<file path="src/rtl/lrt_pkg.sv">
// Package for the learned route table: request types, route kind codes,
// register indexes and shared constants. No dependencies.
package lrt_pkg;

    localparam int unsigned ADDR_W  = 32;
    localparam int unsigned CHAN_W  = 4;
    localparam int unsigned KIND_W  = 3;
    localparam int unsigned ID_W    = 8;
    localparam int unsigned CFG_IDX_W = 2;

    localparam logic [KIND_W-1:0] KIND_SELF         = 3'd0;
    localparam logic [KIND_W-1:0] KIND_LOCAL        = 3'd1;
    localparam logic [KIND_W-1:0] KIND_GATEWAY      = 3'd2;
    localparam logic [KIND_W-1:0] KIND_BROADCAST    = 3'd3;
    localparam logic [KIND_W-1:0] KIND_GATEWAY_SELF = 3'd4;
    localparam logic [KIND_W-1:0] KIND_INVALID      = 3'd5;

    localparam logic [CFG_IDX_W-1:0] REG_HOST    = 2'd0;
    localparam logic [CFG_IDX_W-1:0] REG_GATEWAY = 2'd1;
    localparam logic [CFG_IDX_W-1:0] REG_MASK    = 2'd2;

    localparam logic [ADDR_W-1:0] MASK_RESET   = 32'hFFFF_FF00;
    localparam logic [ID_W-1:0]   ID_NETWORK   = 8'h00;
    localparam logic [ID_W-1:0]   ID_BROADCAST = 8'hFF;
    localparam logic [CHAN_W-1:0] CHAN_NONE    = 4'h0;

    typedef struct packed {
        logic              action;
        logic [CHAN_W-1:0] arrival_channel;
        logic [ADDR_W-1:0] source_address;
        logic [ADDR_W-1:0] dest_address;
    } t_in_req;

    typedef struct packed {
        logic [KIND_W-1:0] route_kind;
        logic [CHAN_W-1:0] out_channel;
    } t_out_req;

    // decode result handed from the classifier to the pipeline
    typedef struct packed {
        logic              learn_en;
        logic              lookup;
        logic [KIND_W-1:0] kind;
    } t_cls;

endpackage

</file>
<file path="src/rtl/learned_route_table_core.sv">
// Learned route table: learns source channels and routes each request's destination.
// Each accepted request passes a stage-1 register, then the output register; one request per cycle
// while the result side takes results, set by the single table RAM read port.
// Reset clears config to defaults and all table valid bits together; no sweep.
// Depends on lrt_pkg, lrt_classify, lrt_ram.
module learned_route_table_core #(
    parameter int unsigned TABLE_ENTRIES = 254
) (
    input  logic                            i_clk,
    input  logic                            i_rst_n,
    input  logic                            i_cfg_we,
    input  logic [lrt_pkg::CFG_IDX_W-1:0]   i_cfg_idx,
    input  logic [lrt_pkg::ADDR_W-1:0]      i_cfg_wdata,
    input  logic                            i_in_valid,
    output logic                            o_in_stall,
    input  lrt_pkg::t_in_req                i_in_req,
    output logic                            o_out_valid,
    input  logic                            i_out_stall,
    output lrt_pkg::t_out_req               o_out_req
);

    localparam int unsigned IDX_W = $clog2(TABLE_ENTRIES);

    logic [lrt_pkg::ADDR_W-1:0] r_host;
    logic [lrt_pkg::ADDR_W-1:0] r_gateway;
    logic [lrt_pkg::ADDR_W-1:0] r_mask;
    logic [TABLE_ENTRIES-1:0]   r_ent_vld;

    lrt_pkg::t_cls              cls;
    logic [IDX_W-1:0]           learn_idx;
    logic [IDX_W-1:0]           rd_idx;
    logic                       accept;
    logic                       s1_move;
    logic                       ram_we;
    logic                       ram_re;
    logic [lrt_pkg::CHAN_W-1:0] ram_rdata;

    logic                        r_s1_vld;
    logic                        r_s1_lookup;
    logic [lrt_pkg::KIND_W-1:0]  r_s1_kind;
    logic                        r_s1_fwd;
    logic [lrt_pkg::CHAN_W-1:0]  r_s1_fwd_ch;
    logic                        r_s1_ent_vld;
    logic                        r_out_vld;
    lrt_pkg::t_out_req           r_out;
    lrt_pkg::t_out_req           n_out;
    logic [lrt_pkg::CHAN_W-1:0]  s1_chan;

    lrt_classify #(
        .TABLE_ENTRIES (TABLE_ENTRIES)
    ) u_classify (
        .i_req       (i_in_req),
        .i_host      (r_host),
        .i_gateway   (r_gateway),
        .i_mask      (r_mask),
        .o_cls       (cls),
        .o_learn_idx (learn_idx),
        .o_rd_idx    (rd_idx)
    );

    assign s1_move    = r_s1_vld && (!r_out_vld || !i_out_stall);
    assign o_in_stall = r_s1_vld && !s1_move;
    assign accept     = i_in_valid && !o_in_stall;
    assign ram_we     = accept && cls.learn_en;
    assign ram_re     = accept && cls.lookup;

    lrt_ram #(
        .WIDTH (lrt_pkg::CHAN_W),
        .DEPTH (TABLE_ENTRIES)
    ) u_table (
        .i_clk   (i_clk),
        .i_we    (ram_we),
        .i_waddr (learn_idx),
        .i_wdata (i_in_req.arrival_channel),
        .i_re    (ram_re),
        .i_raddr (rd_idx),
        .o_rdata (ram_rdata)
    );

    // same-request learn hits the looked-up entry: forward the new channel; no channel makes a lookup invalid
    always_comb begin
        if (r_s1_fwd) begin
            s1_chan = r_s1_fwd_ch;
        end else if (r_s1_ent_vld) begin
            s1_chan = ram_rdata;
        end else begin
            s1_chan = lrt_pkg::CHAN_NONE;
        end
        n_out.route_kind  = r_s1_kind;
        n_out.out_channel = lrt_pkg::CHAN_NONE;
        if (r_s1_lookup) begin
            if (s1_chan == lrt_pkg::CHAN_NONE) begin
                n_out.route_kind = lrt_pkg::KIND_INVALID;
            end else begin
                n_out.out_channel = s1_chan;
            end
        end
    end

    always_ff @(posedge i_clk) begin
        if (!i_rst_n) begin
            r_host    <= '0;
            r_gateway <= '0;
            r_mask    <= lrt_pkg::MASK_RESET;
            r_ent_vld <= '0;
            r_s1_vld  <= 1'b0;
            r_out_vld <= 1'b0;
        end else begin
            if (i_cfg_we) begin
                unique case (i_cfg_idx)
                    lrt_pkg::REG_HOST:    r_host    <= i_cfg_wdata;
                    lrt_pkg::REG_GATEWAY: r_gateway <= i_cfg_wdata;
                    lrt_pkg::REG_MASK:    r_mask    <= i_cfg_wdata;
                    default: ;
                endcase
            end
            if (ram_we) begin
                r_ent_vld[learn_idx] <= 1'b1;
            end
            if (accept) begin
                r_s1_vld <= 1'b1;
            end else if (s1_move) begin
                r_s1_vld <= 1'b0;
            end
            if (s1_move) begin
                r_out_vld <= 1'b1;
            end else if (!i_out_stall) begin
                r_out_vld <= 1'b0;
            end
        end
    end

    always_ff @(posedge i_clk) begin
        if (accept) begin
            r_s1_lookup  <= cls.lookup;
            r_s1_kind    <= cls.kind;
            r_s1_fwd     <= cls.learn_en && cls.lookup && (learn_idx == rd_idx);
            r_s1_fwd_ch  <= i_in_req.arrival_channel;
            r_s1_ent_vld <= cls.lookup && r_ent_vld[rd_idx];
        end
        if (s1_move) begin
            r_out <= n_out;
        end
    end

    assign o_out_valid = r_out_vld;
    assign o_out_req   = r_out;

`ifndef SYNTHESIS
    a_chan_zero_unless_routed: assert property (@(posedge i_clk) disable iff (!i_rst_n)
        o_out_valid && (o_out_req.route_kind != lrt_pkg::KIND_LOCAL)
        && (o_out_req.route_kind != lrt_pkg::KIND_GATEWAY)
        |-> o_out_req.out_channel == lrt_pkg::CHAN_NONE)
        else $error("nonzero channel on a non-routed result");

    a_routed_has_chan: assert property (@(posedge i_clk) disable iff (!i_rst_n)
        o_out_valid && ((o_out_req.route_kind == lrt_pkg::KIND_LOCAL)
        || (o_out_req.route_kind == lrt_pkg::KIND_GATEWAY))
        |-> o_out_req.out_channel != lrt_pkg::CHAN_NONE)
        else $error("routed result without a channel");

    a_kind_range: assert property (@(posedge i_clk) disable iff (!i_rst_n)
        o_out_valid |-> o_out_req.route_kind <= lrt_pkg::KIND_INVALID)
        else $error("route kind out of range");

    a_s1_holds: assert property (@(posedge i_clk) disable iff (!i_rst_n)
        r_s1_vld && !s1_move |=> r_s1_vld && $stable(r_s1_kind) && $stable(s1_chan))
        else $error("pending lookup lost while output stalled");
`endif

endmodule

</file>
<file path="src/rtl/lrt_ram.sv">
// Generic single-write, single-read synchronous RAM with registered read data.
// No dependencies.
module lrt_ram #(
    parameter int unsigned WIDTH = 4,
    parameter int unsigned DEPTH = 254
) (
    input  logic                     i_clk,
    input  logic                     i_we,
    input  logic [$clog2(DEPTH)-1:0] i_waddr,
    input  logic [WIDTH-1:0]         i_wdata,
    input  logic                     i_re,
    input  logic [$clog2(DEPTH)-1:0] i_raddr,
    output logic [WIDTH-1:0]         o_rdata
);

    logic [WIDTH-1:0] r_mem [DEPTH];
    logic [WIDTH-1:0] r_rdata;

    always_ff @(posedge i_clk) begin
        if (i_we) begin
            r_mem[i_waddr] <= i_wdata;
        end
        if (i_re) begin
            r_rdata <= r_mem[i_raddr];
        end
    end

    assign o_rdata = r_rdata;

endmodule

</file>
<file path="src/rtl/lrt_classify.sv">
// Request decode: locality tests, learn decision and the early route kind.
// Depends on lrt_pkg.
module lrt_classify #(
    parameter int unsigned TABLE_ENTRIES = 254
) (
    input  lrt_pkg::t_in_req                  i_req,
    input  logic [lrt_pkg::ADDR_W-1:0]        i_host,
    input  logic [lrt_pkg::ADDR_W-1:0]        i_gateway,
    input  logic [lrt_pkg::ADDR_W-1:0]        i_mask,
    output lrt_pkg::t_cls                     o_cls,
    output logic [$clog2(TABLE_ENTRIES)-1:0]  o_learn_idx,
    output logic [$clog2(TABLE_ENTRIES)-1:0]  o_rd_idx
);

    localparam int unsigned IDX_W = $clog2(TABLE_ENTRIES);
    localparam logic [lrt_pkg::ID_W:0] ENTRIES = (lrt_pkg::ID_W+1)'(TABLE_ENTRIES);

    logic                     src_local;
    logic                     dst_local;
    logic [lrt_pkg::ID_W-1:0] host_id;
    logic [lrt_pkg::ID_W-1:0] src_id;
    logic [lrt_pkg::ID_W-1:0] rt_id;
    logic [lrt_pkg::ID_W:0]   src_off;
    logic [lrt_pkg::ID_W:0]   rt_off;
    logic                     src_in_tbl;
    logic                     rt_in_tbl;

    always_comb begin
        host_id   = i_host[lrt_pkg::ID_W-1:0];
        src_id    = i_req.source_address[lrt_pkg::ID_W-1:0];
        src_local = (i_req.source_address & i_mask) == (i_host & i_mask);
        dst_local = (i_req.dest_address & i_mask) == (i_host & i_mask);
        rt_id     = dst_local ? i_req.dest_address[lrt_pkg::ID_W-1:0]
                              : i_gateway[lrt_pkg::ID_W-1:0];

        src_off = {1'b0, src_id} - (lrt_pkg::ID_W+1)'(1);
        rt_off  = {1'b0, rt_id} - (lrt_pkg::ID_W+1)'(1);
        src_in_tbl = (src_id != lrt_pkg::ID_NETWORK) && (src_id != lrt_pkg::ID_BROADCAST)
                     && (src_off < ENTRIES);
        rt_in_tbl  = (rt_id != lrt_pkg::ID_NETWORK) && (rt_id != lrt_pkg::ID_BROADCAST)
                     && (rt_off < ENTRIES);

        o_learn_idx    = src_off[IDX_W-1:0];
        o_rd_idx       = rt_off[IDX_W-1:0];
        o_cls.learn_en = !i_req.action && src_local && src_in_tbl;
        o_cls.lookup   = 1'b0;

        if (rt_id == host_id) begin
            o_cls.kind = dst_local ? lrt_pkg::KIND_SELF : lrt_pkg::KIND_GATEWAY_SELF;
        end else if (dst_local && rt_id == lrt_pkg::ID_BROADCAST) begin
            o_cls.kind = lrt_pkg::KIND_BROADCAST;
        end else if (!rt_in_tbl) begin
            o_cls.kind = lrt_pkg::KIND_INVALID;
        end else begin
            o_cls.kind   = dst_local ? lrt_pkg::KIND_LOCAL : lrt_pkg::KIND_GATEWAY;
            o_cls.lookup = 1'b1;
        end
    end

endmodule

</file>
<file path="config.mk">
export PLATFORM = sky130hd
export DESIGN_NAME = learned_route_table_core
export DESIGN_NICKNAME = d
export VERILOG_FILES = /design/src/rtl/lrt_pkg.sv /design/src/rtl/learned_route_table_core.sv /design/src/rtl/lrt_ram.sv /design/src/rtl/lrt_classify.sv
export SDC_FILE = /design/constraint.sdc
export NUM_CORES = 2
export LEC_CHECK = 0
export CAP_MARGIN = 30
export CORE_UTILIZATION = 23
export CTS_BUF_LIST = sky130_fd_sc_hd__clkbuf_2
export DETAILED_ROUTE_END_ITERATION = 8
export DONT_BUFFER_PORTS = 1
export GPL_ROUTABILITY_DRIVEN = 0
export PLACE_DENSITY = 0.35
export SLEW_MARGIN = 5
export SYNTH_ARGS = -nofsm -noshare
export SYNTH_HDL_FRONTEND = slang
export SYNTH_SLANG_ARGS = --single-unit
</file>
<file path="constraint.sdc">
create_clock -name i_clk -period 7.5 [get_ports i_clk]
set_clock_uncertainty 0.1 [all_clocks]
set_input_delay 0.375 -clock i_clk [delete_from_list [all_inputs] [get_ports i_clk]]
set_output_delay 0.375 -clock i_clk [all_outputs]
set_load 0.01 [all_outputs]
</file>
After elaboration in Yosys (flattened, before gate mapping). Memories as Yosys holds them, arrays and structs flattened. A register that Yosys moved wholly into a read port is not among the register bits. Index checks and enable logic that the tools add are counted.

Flip-flop bits (word level): 345. Bits in writable memories: 1016. Output and inout port bits: 9. Logic and storage cells: 91. Memories kept: 1.

Add/sub/neg operators: 2. Order comparisons: 5. Eq/ne operators: 10. Muxes and demuxes: 24. Bitwise logic cells: 5. Reductions and logical operators: 31.

Memories: u_table.r_mem (depth 254, width 4, read ports 1, clocked after Yosys merged registers in 1, write ports 1, RTL line lrt_ram.sv:16) `logic [WIDTH-1:0] r_mem [DEPTH];`.

Operators with widths (number): 254-bit bitwise OR (1); 32-bit AND (3); 32-bit == test (2); 8-bit by 9-bit less-than comparator with 1-bit output (second input constant) (2); 9-bit by 8-bit less-than comparator with 1-bit output (second input constant) (2); 8-bit by 1-bit subtractor with 9-bit output (second input constant) (2); 8-bit == test (2); 1-bit logical AND (16); 8-bit != test (second input constant) (2); 8-bit nonzero test (2); 3-bit two-way mux (5); 4-bit two-way mux (3); 1-bit two-way mux (11); 1-bit binary-select mux with 8-bit select (1); 1-bit demux with 8-bit select (1); 8-bit == test (second input constant) (1); 8-bit by 1-bit >= comparator with 1-bit output (second input constant) (1); 8-bit two-way mux (1); 7-bit two-way mux (1); 2-bit AND reduction (3); 1-bit logical NOT (5); 4-bit logical NOT (1); 2-bit by 1-bit == test with 1-bit output (second input constant) (1); 2-bit == test (second input constant) (1); 7 further kinds (7).

Logic depth before layout (Yosys ltp).
Depth in word-level cells: 11. Depth in mapped cells: 29. Gate-level depth less buffers: 17.

Cells and area by module. Synthesis repeated with hierarchy kept, for this count alone.

Cells, all modules: 3988. Area total of the unflattened synthesis: 58089.5 µm².

Modules (own cells, without submodules): lrt_ram (times used 1, cells each 2169, area each 41043.1 µm²); learned_route_table_core (times used 1, cells each 1561, area each 15123.3 µm²); lrt_classify (times used 1, cells each 258, area each 1923.1 µm²).

Worst setup path after synthesis. Ideal clock, no wire load.

Path type: in2reg. Start point: in i_in_req[2] in the netlist's numbering. End point: reg u_table.r_rdata[3], in the netlist u_table.o_rdata[3] (read register of u_table.r_mem), data pin. Arrival: 5141 ps. Data required time: 7133 ps. Slack: 1992 ps. Cell stages on the path: 25. Path buffers: 11. Path through: buf_2 xor2_1 a22oi_1 nand4_1 o41ai_4 o21ai_2 inv_2 buf_12 buf_12 buf_6 buf_6 buf_4 buf_2 ha_1 clkbuf_1 xor2_1 mux2_2 buf_2 nor2_1 clkbuf_1 clkbuf_1 a32oi_1 and3_1 o311ai_0 nor3_1.

Cells in the longest elaborated chain, start to end: 10. Elaborated cells between the ends (all ways): 16. Those cells by class: add/sub (1); order compare (1); eq/ne (4); mux (4); bitwise (1); reduce/logical (5).

Ends and longest elaborated chain: start, declared (RTL line learned_route_table_core.sv:16) `input lrt_pkg::t_in_req i_in_req,`; 32-bit AND (RTL line lrt_classify.sv:32) `dst_local = (i_req.dest_address & i_mask) == (i_host & i_mask);`; 32-bit == test (RTL line lrt_classify.sv:32); 8-bit two-way mux (RTL line lrt_classify.sv:33) `rt_id = dst_local ? i_req.dest_address[lrt_pkg::ID_W-1:0]`; 8-bit by 1-bit subtractor with 9-bit output, or another cell as far along (RTL line lrt_classify.sv:37) `rt_off = {1'b0, rt_id} - (lrt_pkg::ID_W+1)'(1);`; 9-bit by 8-bit less-than comparator with 1-bit output or 1-bit logical AND (tied branches) (RTL line lrt_classify.sv:41, lrt_classify.sv:40); 1-bit logical AND (RTL line lrt_classify.sv:41) `&& (rt_off < ENTRIES);`; 1-bit two-way mux (RTL line lrt_classify.sv:52) `end else if (!rt_in_tbl) begin`; 1-bit two-way mux (RTL line lrt_classify.sv:50) `end else if (dst_local && rt_id == lrt_pkg::ID_BROADCAST) begin`; 1-bit two-way mux (RTL line lrt_classify.sv:48) `if (rt_id == host_id) begin`; 1-bit logical AND (RTL line learned_route_table_core.sv:65) `assign ram_re = accept && cls.lookup;`; end, declared (RTL line lrt_ram.sv:17) `logic [WIDTH-1:0] r_rdata;`.

Parallel ways exist; a longest one is shown, timed or not. A chain may end at the register's enable or synchronous reset.

==> impl_results.md <==
* Status: complete, no violations
* Hold path startpoint: i_in_req[67]
* Maximum VDD drop at about 0.000090 V
* Critical R2R Capture: r_s1_ent_vld$_DFFE_PP_
* Top cells by area, synth: edfxtp_1 (56%), dfxtp_1 (12%), nand2_1 (5.8%), mux2i_1 (3.6%), o21a_1 (3.4%)
* Root Driver: clkbuf_2
* Routed vias at about 40000
* DRT iter0 DRCs at a little under 3000
* Yosys top cell area share at between 50% and 60%
* Crit path required time at 8.95 ns
* Top_reg_cell synth: edfxtp_1
* CTS Buf Count at 392
* Distinct cells, synth at 86
* Synth warnings at 0
* Worst-path clk slew at 0.11 ns
* Hold path cells at 4
* Worst Tran Pin Value at about 1.3 ns
* Chip Width at 496 um
* Setup TNS at 0 ns
* Leakage power at 0.0238 uW
* Synth Area in Simple Gates at between 10% and 20%
* Post-CTS setup buffers at 0
* Input/output buffers at 0
* Post-synth ARST share at 0%
* Die area at about 250000 um^2
* Routed len/inst at ~26 um
* Largest family of logic cells by synthesized area: simple AND/OR/NAND/NOR gates
* H-tree depth at 5
* Seq/Total Area, Yosys at between 60 and 70%
* Initial DRT Pass Iterations at 7
* # clock sinks at ~1400
* Clk_lat worst skew at around 1.8 ns
* Avg Synthesized Cell Area at around 13 um^2
* Pre-CTS setup slack at 0.745 ns
* Syn-to-layout area delta at 19.4%
* Grt total ovfl at 0
* Site row count at 180
* Count leader, synth: edfxtp_1
* Min cycle time layout at 7.20 ns
* Total global-route track usage at 17.9%
* Worst r2r path cells at 20
* Area of the mapped netlist at 56000 um^2
* Syn Nets at ~4500
* DRT antenna net count at 0
* Peak Freq at approximately 0.14 GHz
* Final Max Slew Viols at 0
* First-pass GRT wire length at 313000 um
* Fin area at approximately 67000 um^2
* Post-DP HPWL at between 100000 and 150000 um
* Arrival time worst endpoint at a little under 9 ns
* Hold endpoint: u_table.r_mem[68][3]$_DFFE_PP_
* Power per cell area at 231 nW/um^2
* Post-synthesis xor/xnor area fraction at under 10%
* Die Y at approximately 500 um
* Initial antenna violation count at 13
* Initial Util at between 20% and 30%
* Commonest cells post-synth: edfxtp_1 (1037), nand2_1 (860), dfxtp_1 (328)
* CP max FO at 20
* Hold crit path type: primary input to flop
* Number of flops mapped to enable cells by yosys at 1037
* Setup violators final at 0
* Worst setup EP type: flop
* Vias in the first global route at slightly above 40000
* Core area at 241000 um^2
* Endpoints failing hold at 0
* Placed cell area at 59800 um^2
* Seq cells post-synth at about 1400
* Max-cap violations at 0
* Final period util at 96.0%
* Largest net degree at the start of global routing at ~260
* Layout cells sized above 1 at between 10% and 20%
* Reg-to-Reg Start: r_host[0]$_SDFFE_PN0P_
* Cells after Synth at between 4000 and 5000
* Multiplexer share of the synthesized area at 6.39%
* Synth Area in Adders at less than 1%
* Unrepaired setup endpoints after global routing: false
* Max transition margin at 16.6%
* R2R Setup Slk at 0.30 ns
* Nets at around 5100
* Vias per cell at 4.73
* CP Class: flop to flop
* DRC Markers at 0
* # IOs at 117
* Cell accounting for the most synthesized area: edfxtp_1
* Drt total wl at 223000 um
* Synth Area in Compound Gates at under 10%
* Worst Setup Start Kind: flop
* Bufs on Longest Clock Path at 4
* CTS tree: yes
* Power, Total at 15400 uW
* Worst Slack Setup Final at about 0.30 ns
power breakdown:
group / internal, uW / total, uW / switching (uW)
sequential: 8140 / 8170 / 29.1
clock: 2300 / 5670 / 3360
combinational: 470 / 1590 / 1120
total: 10900 / 15400 / 4510
stage by stage:
| step | utilization (%) | hold WS [ns] | cells |
|---|---|---|---|
| after floorplan | - | 0.335 | 4398 |
| after detailed placement | 24.8 | 0.348 | 7398 |
| after global placement | 24.7 | 0.343 | 7391 |
| after global routing | 27.7 | -0.0356 | 8440 |
| after CTS | 27.7 | 0.00734 | 8426 |
| final | 27.7 | 0.151 | 8441 |
area by class of cell:
| class | count | area [um^2] |
|---|---|---|
| Fill cell | 25300 | 175000 |
| Sequential cell | 1365 | 37700 |
| Multi-Input combinational cell | 2714 | 17000 |
| Timing Repair Buffer | 441 | 4550 |
| Tap cell | 3185 | 3990 |
| Clock buffer | 608 | 3040 |
| Clock inverter | 92 | 494 |
| Inverter | 24 | 100 |
| Antenna cell | 12 | 30.0 |
how the worst max path moves through the flow:
stage          cells after the start                           end  slack [ns]                    from
2_1_floorplan                     25  u_table.o_rdata[3]$_DFFE_PP_        1.99             i_in_req[2]
3_3_place_gp                      19  u_table.o_rdata[2]$_DFFE_PP_        0.82            i_in_req[22]
3_5_place_dp                      19  u_table.o_rdata[2]$_DFFE_PP_        0.74            i_in_req[22]
4_1_cts                           20        r_s1_ent_vld$_DFFE_PP_        0.20  r_host[0]$_SDFFE_PN0P_
5_1_grt                           20        r_s1_ent_vld$_DFFE_PP_       0.003  r_host[0]$_SDFFE_PN0P_
6_report                          20        r_s1_ent_vld$_DFFE_PP_        0.30  r_host[0]$_SDFFE_PN0P_
worst max-delay path, cell delays in order (launching register included):
cell and delay (ns):
dfxtp_1 0.36, xor2_1 0.17, dlygate4sd3_1 0.58, a22oi_2 0.23, nand4_4 0.19, nor4_2 0.30
dlygate4sd3_1 0.65, buf_6 0.32, mux2i_1 0.19, dlygate4sd3_1 0.60, o2111ai_1 0.10, dlygate4sd3_1 0.56
dlygate4sd3_1 0.53, o311ai_0 0.13, buf_4 0.19, a31oi_1 0.17, dlygate4sd3_1 0.66, buf_4 0.19
nand2_1 0.05, a311o_1 0.33, nor4_1 0.32
cells in the final DEF (no fill, tap or decap), types with 63 or more instances in the layout:
cell,n
a31oi_1,73
edfxtp_1,1037
dlygate4sd3_1,314
a32oi_1,75
o21a_1,255
clkinv_1,71
dfxtp_1,328
nand3_1,263
mux4_2,63
nor2_1,322
clkbuf_2,608
buf_4,95
xor2_1,73
nand4_1,70
mux2i_1,196
nand2_1,846
kinds of logic (layout without fill, tap and decap cells):
kind of cell / after synthesis / after routing
adders and majority gates: 9 / 9
DFF: 1365 / 1365
buffers and inverters: 319 / 1165
other: 0 / 12
muxes: 277 / 277
xor gates and xnor gates: 95 / 95
and+or+nand+nor: 1628 / 1628
AOI/OAI and AO/OA: 705 / 705
layer usage:
layer	up-vias	track usage, %	routed length (um)	share of wire [%]
met5	-	0	0	0
met4	0	5.26	5590	2.5
met3	382	3.19	11200	5.0
met2	1261	28.7	103000	46
met1	20600	24.6	103000	46
li1	17700	-	-	-
flip-flops by register name, summed over array words and instances (netlist names), 3 cells and up:
name             cells
r_mask              32
r_gateway            8
r_ent_vld          254
o_out_req            7
u_table.o_rdata      4
r_host              32
r_s1_kind            3
u_table.r_mem     1016
r_s1_fwd_ch          4
timing repair:
item / in CTS / in global routing
endpoints found under the setup margin: 0 / 5
hold buffers: 328 / 0
endpoints found under the hold margin: 2395 / 0
resized for setup: 0 / 1
No activity file was read; power rests on OpenSTA's default activity.
